==> src/rtl/core/smfg_pkg.sv <==
package smfg_pkg;

    localparam int unsigned NumRows = 8;
    localparam int unsigned NumCols = 12;

    localparam logic [2:0] MODE_BOOT      = 3'd0;
    localparam logic [2:0] MODE_NORMAL    = 3'd1;
    localparam logic [2:0] MODE_COUNTDOWN = 3'd2;
    localparam logic [2:0] MODE_AP_READY  = 3'd3;
    localparam logic [2:0] MODE_UPLOADING = 3'd4;
    localparam logic [2:0] MODE_APPLYING  = 3'd5;
    localparam logic [2:0] MODE_ERROR     = 3'd6;
    localparam logic [2:0] MODE_BLANK     = 3'd7;

    // x / 100 == (x * MUL_DIV100) >> 37 and x / 500 == (x * MUL_DIV500) >> 37 for 32-bit x
    localparam logic [31:0] MUL_DIV100 = 32'h51EB_851F;
    localparam logic [31:0] MUL_DIV500 = 32'h1062_4DD3;
    localparam int unsigned DivShift = 37;

    // code / 10 == (code * MUL_DIV10) >> 11 for 8-bit code
    localparam logic [7:0] MUL_DIV10 = 8'd205;

    localparam logic [NumCols-1:0] STATUS_DOT = 12'h800;

    typedef logic [NumRows-1:0][NumCols-1:0] t_frame;

    typedef struct packed {
        logic [2:0]  mode;
        logic [7:0]  error_code;
        logic [4:0]  health_mask;
        logic [31:0] time_ms;
    } t_req;

    // one row of a 3x5 digit, leftmost glyph pixel moved to the lowest bit
    function automatic logic [2:0] glyph_row(input logic [3:0] digit, input logic [2:0] row);
        logic [4:0][2:0] g;
        logic [2:0]      b;
        case (digit)
            4'd0: g = 15'b111_101_101_101_111;
            4'd1: g = 15'b010_110_010_010_111;
            4'd2: g = 15'b111_001_111_100_111;
            4'd3: g = 15'b111_001_111_001_111;
            4'd4: g = 15'b101_101_111_001_001;
            4'd5: g = 15'b111_100_111_001_111;
            4'd6: g = 15'b111_100_111_101_111;
            4'd7: g = 15'b111_001_001_001_001;
            4'd8: g = 15'b111_101_111_101_111;
            4'd9: g = 15'b111_101_111_001_111;
            default: g = '0;
        endcase
        if (row <= 3'd4) begin
            b = g[3'd4 - row];
        end else begin
            b = '0;
        end
        return {b[0], b[1], b[2]};
    endfunction

endpackage

==> src/rtl/core/smfg_render.sv <==
module smfg_render (
    input  logic                  i_clk,
    input  logic                  i_rst_n,
    input  logic                  i_valid,
    input  smfg_pkg::t_req        i_req,
    output logic                  o_valid,
    output smfg_pkg::t_frame      o_frame
);

    // phase stage: time divides and digit split
    logic        r_s2_valid;
    logic [2:0]  r_s2_mode;
    logic [4:0]  r_s2_health;
    logic [2:0]  r_s2_fast;
    logic        r_s2_slow;
    logic [4:0]  r_s2_tens;
    logic [3:0]  r_s2_ones;

    logic [63:0] n_p100;
    logic [63:0] n_p500;
    logic [15:0] n_p10;
    logic [4:0]  n_tens;
    logic [7:0]  n_tens_x10;
    logic [7:0]  n_ones;

    always_comb begin
        n_p100     = 64'(i_req.time_ms) * 64'(smfg_pkg::MUL_DIV100);
        n_p500     = 64'(i_req.time_ms) * 64'(smfg_pkg::MUL_DIV500);
        n_p10      = 16'(i_req.error_code) * 16'(smfg_pkg::MUL_DIV10);
        n_tens     = n_p10[15:11];
        n_tens_x10 = 8'(n_tens) * 8'd10;
        n_ones     = i_req.error_code - n_tens_x10;
    end

    always_ff @(posedge i_clk) begin
        if (!i_rst_n) begin
            r_s2_valid <= 1'b0;
        end else begin
            r_s2_valid <= i_valid;
        end
        r_s2_mode   <= i_req.mode;
        r_s2_health <= i_req.health_mask;
        r_s2_fast   <= n_p100[smfg_pkg::DivShift +: 3];
        r_s2_slow   <= n_p500[smfg_pkg::DivShift];
        r_s2_tens   <= n_tens;
        r_s2_ones   <= n_ones[3:0];
    end

    // frame stage
    logic             r_s3_valid;
    smfg_pkg::t_frame r_s3_frame;
    smfg_pkg::t_frame n_frame;

    always_comb begin
        n_frame = '0;
        case (r_s2_mode)
            smfg_pkg::MODE_BOOT, smfg_pkg::MODE_UPLOADING: begin
                n_frame[r_s2_fast] = smfg_pkg::STATUS_DOT;
            end
            smfg_pkg::MODE_NORMAL: begin
                if (!r_s2_slow) begin
                    n_frame[0] = smfg_pkg::STATUS_DOT;
                end
                for (int i = 0; i < 5; i++) begin
                    if (r_s2_health[3'(i)]) begin
                        n_frame[3'(i + 2)] = smfg_pkg::STATUS_DOT;
                    end
                end
            end
            smfg_pkg::MODE_COUNTDOWN: begin
                if (!r_s2_slow) begin
                    n_frame[0] = smfg_pkg::STATUS_DOT;
                end
            end
            smfg_pkg::MODE_AP_READY: begin
                for (int i = 0; i < smfg_pkg::NumRows; i++) begin
                    n_frame[3'(i)] = smfg_pkg::STATUS_DOT;
                end
            end
            smfg_pkg::MODE_APPLYING: begin
                if (!r_s2_fast[0]) begin
                    for (int i = 0; i < smfg_pkg::NumRows; i++) begin
                        n_frame[3'(i)] = smfg_pkg::STATUS_DOT;
                    end
                end
            end
            smfg_pkg::MODE_ERROR: begin
                for (int i = 0; i < 5; i++) begin
                    // tens above nine stays blank
                    if (r_s2_tens <= 5'd9) begin
                        n_frame[3'(i + 1)][4:2] =
                            smfg_pkg::glyph_row(r_s2_tens[3:0], 3'(i));
                    end
                    n_frame[3'(i + 1)][9:7] = smfg_pkg::glyph_row(r_s2_ones, 3'(i));
                end
            end
            default: begin
                n_frame = '0;
            end
        endcase
    end

    always_ff @(posedge i_clk) begin
        if (!i_rst_n) begin
            r_s3_valid <= 1'b0;
        end else begin
            r_s3_valid <= r_s2_valid;
        end
        r_s3_frame <= n_frame;
    end

    assign o_valid = r_s3_valid;
    assign o_frame = r_s3_frame;

endmodule

==> src/rtl/core/status_matrix_frame_generator.sv <==
// Status matrix frame generator. A request is taken on a clock edge with start
// high and busy low; the 12x8 frame comes back as eight row words on o_strobe,
// one per cycle, rows 0 to 7, with o_last_row marking row 7. Row 0 follows the
// request through the request register, the phase and frame stages of the
// renderer and the row emitter, and the rows follow without gaps. busy stays
// high after each request, so requests are spaced by the time the row emitter
// needs to send one frame; a request taken as soon as busy falls streams
// straight on after the previous frame's last row. The receiver cannot
// stall: each row word is valid for exactly one cycle.
module status_matrix_frame_generator (
    input  logic        i_clk,
    input  logic        i_rst_n,
    input  logic        start,
    output logic        busy,
    input  logic [2:0]  i_mode,
    input  logic [7:0]  i_error_code,
    input  logic [4:0]  i_health_mask,
    input  logic [31:0] i_time_ms,
    output logic        o_strobe,
    output logic [2:0]  o_row_index,
    output logic [11:0] o_row_pixels,
    output logic        o_last_row
);

    logic       accept;
    logic [2:0] r_gap;

    assign busy   = (r_gap != 3'd0);
    assign accept = start && !busy;

    always_ff @(posedge i_clk) begin
        if (!i_rst_n) begin
            r_gap <= '0;
        end else if (accept) begin
            r_gap <= 3'd7;
        end else if (r_gap != 3'd0) begin
            r_gap <= r_gap - 3'd1;
        end
    end

    // request register
    logic           r_s1_valid;
    smfg_pkg::t_req r_s1_req;

    always_ff @(posedge i_clk) begin
        if (!i_rst_n) begin
            r_s1_valid <= 1'b0;
        end else begin
            r_s1_valid <= accept;
        end
        if (accept) begin
            r_s1_req <= '{mode: i_mode, error_code: i_error_code,
                          health_mask: i_health_mask, time_ms: i_time_ms};
        end
    end

    logic             frame_valid;
    smfg_pkg::t_frame frame;

    smfg_render u_render (
        .i_clk   (i_clk),
        .i_rst_n (i_rst_n),
        .i_valid (r_s1_valid),
        .i_req   (r_s1_req),
        .o_valid (frame_valid),
        .o_frame (frame)
    );

    // row emitter
    logic             r_active;
    logic [2:0]       r_cnt;
    smfg_pkg::t_frame r_frame;
    logic             r_strobe;
    logic [2:0]       r_row_index;
    logic [11:0]      r_row_pixels;
    logic             r_last_row;

    always_ff @(posedge i_clk) begin
        if (!i_rst_n) begin
            r_active <= 1'b0;
            r_cnt    <= '0;
            r_strobe <= 1'b0;
        end else begin
            r_strobe <= r_active;
            if (frame_valid) begin
                r_active <= 1'b1;
                r_cnt    <= '0;
            end else if (r_active) begin
                r_cnt <= r_cnt + 3'd1;
                if (r_cnt == 3'd7) begin
                    r_active <= 1'b0;
                end
            end
        end
        if (frame_valid) begin
            r_frame <= frame;
        end
        r_row_index  <= r_cnt;
        r_row_pixels <= r_frame[r_cnt];
        r_last_row   <= (r_cnt == 3'd7);
    end

    assign o_strobe     = r_strobe;
    assign o_row_index  = r_row_index;
    assign o_row_pixels = r_row_pixels;
    assign o_last_row   = r_last_row;

    a_busy_after_accept : assert property (@(posedge i_clk) disable iff (!i_rst_n)
        accept |=> busy)
        else $error("busy not raised after a request was taken");

    a_first_row_latency : assert property (@(posedge i_clk) disable iff (!i_rst_n)
        accept |-> ##5 (o_strobe && (o_row_index == 3'd0)))
        else $error("row 0 did not follow a request in time");

    a_rows_in_order : assert property (@(posedge i_clk) disable iff (!i_rst_n)
        (o_strobe && !o_last_row) |=> (o_strobe && (o_row_index == $past(o_row_index) + 3'd1)))
        else $error("frame rows broken or out of order");

    a_last_row_index : assert property (@(posedge i_clk) disable iff (!i_rst_n)
        o_strobe |-> (o_last_row == (o_row_index == 3'd7)))
        else $error("last row flag out of step with row index");

endmodule

==> config.mk <==
export PLATFORM = sky130hd
export DESIGN_NAME = status_matrix_frame_generator
export DESIGN_NICKNAME = d
export VERILOG_FILES = /design/src/rtl/core/smfg_pkg.sv /design/src/rtl/core/smfg_render.sv /design/src/rtl/core/status_matrix_frame_generator.sv
export SDC_FILE = /design/constraint.sdc
export NUM_CORES = 2
export LEC_CHECK = 0
export BUFFER_PORTS_ARGS = -buffer_cell sky130_fd_sc_hd__buf_2
export CAP_MARGIN = 20
export CORE_UTILIZATION = 60
export DETAILED_ROUTE_END_ITERATION = 10
export GPL_TIMING_DRIVEN = 0
export PLACE_DENSITY = 0.8
export REMOVE_ABC_BUFFERS = 1
export SKIP_LAST_GASP = 1
export SYNTH_ARGS = -nofsm -noshare
export SYNTH_HDL_FRONTEND = slang
export SYNTH_SLANG_ARGS = --single-unit
==> constraint.sdc <==
create_clock -name i_clk -period 7.2 [get_ports i_clk]
set_input_delay 1.44 -clock i_clk [delete_from_list [all_inputs] [get_ports i_clk]]
set_output_delay 1.44 -clock i_clk [all_outputs]
set_load 0.05 [all_outputs]
==> metrics.txt <==
clk sinks 138; number of fill cells 3067; status finished, final reports clean; post-DP HPWL 54.3 mm; port buffer count 60; final-report setup violation count 0; area delta synth->final 9.46%; Post-route DRC 0; Multi-input gate area 19300 µm²; Vias/cell 5.43; synthesized flop and latch total 138; Routability Congestion 1.02; Overflow after GRT 0; Die Area 44200 µm²; critical-path maximum fanout 6; Final Hold Violating Endpoints 0; root cell of the clock tree clkbuf_16; Worst Reg-to-Reg Cells 21; EDFF count, synth 67; vias in the first global route 18734; Ys Warns 0; R2R Setup Slk 180 ps; Worst setup SP type register; Slew @ Worst Pin 1060 ps; routed vias 17048; Final Cycle Share 97.5%; Nets 3619; cells traversed along the worst timing path buf_4 -> ha_1 -> inv_1 -> fa_1 -> inv_1 -> fa_1 -> fa_1 -> fa_1 -> fa_1 -> fa_1 -> inv_1 -> fa_1 -> inv_1 -> ha_1 -> and3_1 -> nand3_1 -> nor2_1 -> nand2_1 -> nor2_1 -> nor4_1 -> xnor2_1; Hold WC Path Type reg -> reg; drt initial violations 1253; Initial Util 61.4%; GRT Util Overall 31.8%; Critical Path AT 7310 ps; # H-tree levels 4; ys flop type dfxtp_1; Num CTS Buffers 17; largest net degree at the start of global routing 40; max incr delay on CP 610 ps; clk buf depth 2; ys async rst share 0%; Netlist Area Pre-Place 26000 µm²; layout cell share with drive strength beyond 1 7.43%; CP max stage cell fa_1; CP required 7490 ps; Worst Setup EP u_render.r_s2_fast[2]; Crit path top cell by count fa_1; syn avg cell area 10.8 µm²; Antenna Nets Post-Route 0; post-synthesis sequential area ratio 13.2%; crit path from r_s1_req[16]; RSZ-0062 raised after global routing no; CP endpoint kind register; final max-slew violation count 0; register area 3430 µm²; row cnt 75; Syn Inst Count 2396; CORE AREA 42300 µm²; Worst R2R End u_render.r_s2_fast[2]; DRT Pass-1 Iters 5; relative slew slack 29.5%; Placed Instances 3026; Die Span X 210 µm; clk_lat worst skew 420 ps; Netlist cell types 64; # Max-Cap Violations 0; first-pass GRT wire length 103 mm; Die Ht 210 µm; Finished Core Util 67.2%; Clock Skew 7.67 ps; final wirelength 65.9 mm; Reg clk slew, reported paths 60 ps; TritonCTS clock tree built; Crit Path Class reg -> reg; # IOs 69; fmax 142 MHz; WL/cell 21.0 µm; Hold Crit Depth 0; fin cells 3137; hold-fix buffers at CTS 0; worst r2r src r_s1_req[16]; initial antenna violation count 1; Period minus WS final 7020 ps
## worst min-delay path by stage
stage / start / to
2_1_floorplan: r_s1_req[32] / u_render.r_s2_health[0]
3_3_place_gp: r_s1_req[33] / u_render.r_s2_health[1]
3_5_place_dp: r_s1_req[32] / u_render.r_s2_health[0]
4_1_cts: r_s1_req[32] / u_render.r_s2_health[0]
5_1_grt: r_s1_req[47] / u_render.r_s2_mode[2]
6_report: r_s1_req[47] / u_render.r_s2_mode[2]
## cells in the mapped netlist, drive strengths merged, types with 3 or more instances
master   count  area share, %
a211o        3           0.10
a211oi       5           0.14
a21o        23           0.66
a21oi       42           0.81
a22oi        6           0.17
a311oi       4           0.13
a31oi        3          0.072
and2        19           0.46
and3         5           0.12
and4         4           0.14
buf          9           0.22
clkbuf       7           0.11
dfxtp       71            5.5
edfxtp      67            7.7
fa         531             41
ha         492             24
inv        846             12
mux2         7           0.30
mux2i        6           0.23
nand2       25           0.36
nand2b       5           0.12
nand3       10           0.19
nand3b       3          0.087
nand4        9           0.22
nor2        30           0.43
nor2b        8           0.19
nor3        10           0.19
nor3b        3          0.087
o2111ai      3           0.10
o211a        3           0.12
o211ai       3          0.087
o21a         7           0.20
o21ai       28           0.54
o21bai       3          0.087
o311ai       5           0.17
or3          6           0.14
xnor2       48            1.7
xor2        11           0.37
## final cells by class
type	instances	share of cell area, %
Multi-Input combinational cell	1400	67.9
Sequential cell	138	12.1
Inverter	846	11.2
Timing Repair Buffer	142	4.19
Tap cell	577	2.54
Clock buffer	17	1.50
Clock inverter	15	0.620
Antenna cell	2	0.0176
## layer usage
metal  vias up  routed length, µm  track usage [%]
met5         -                  0                0
met4         0               3020             13.0
met3       158               6420             7.40
met2       748              31700             52.8
met1      8600              24700             40.4
li1       7542                  -                -
## cell usage in the layout, fill, tap and decap left out, drive strengths merged, types with 4 or more instances in the layout
cell    count
nor2       30
conb        5
dfxtp      71
and4        4
fa        531
o311ai      5
a21oi      42
and3        5
edfxtp     67
a211oi      5
nor3       10
nand3      10
a21o       23
clkbuf     17
nand4       9
mux2        7
nor2b       8
ha        492
o21ai      28
buf       142
xor2       11
o21a        7
xnor2      48
and2       19
a22oi       6
inv       857
or3         6
mux2i       6
nand2      25
nand2b      5
a311oi      4
## logic make-up (layout without fill, tap and decap cells)
| family | after synthesis | count (layout) | share of synthesized area, % |
|---|---|---|---|
| buffers and inverters | 862 | 1020 | 12.5 |
| AOI/OAI and AO/OA | 154 | 154 | 3.95 |
| other | 1 | 7 | 0.0144 |
| xor gates and xnor gates | 59 | 59 | 2.05 |
| DFF | 138 | 138 | 13.2 |
| muxes | 15 | 15 | 0.708 |
| adders and majority gates | 1023 | 1023 | 64.6 |
| and+or+nand+nor | 144 | 144 | 2.96 |
## critical path: cells and delay by family, from the launching register on
| family | cells | cell delay (ps) |
|---|---|---|
| adder cells (fa/ha/maj) | 9 | 4300 |
| AND/OR/NAND/NOR | 6 | 1300 |
| buffers and inverters | 5 | 570 |
| flip-flops | 1 | 570 |
| XOR/XNOR | 1 | 130 |
## stage by stage
stage / setup WS [ps] / hold WS, ps / area, µm² / setup TNS (ps)
floorplan: 1100 / 323 / 25900 / 0
global placement: -174 / 332 / 26900 / -449
detailed placement: -226 / 330 / 27100 / -691
CTS: -11.8 / 345 / 28200 / -11.8
global route: 7.42 / 349 / 28400 / 0
finish: 179 / 346 / 28500 / 0
## timing repair
action                     in CTS  in global routing
setup endpoints to repair       4                  4
buffers inserted               56                 20
resized for setup               0                  1
Power is not shown: default switching activity piles up to over one toggle a cycle in this logic, so the estimate is an artifact.
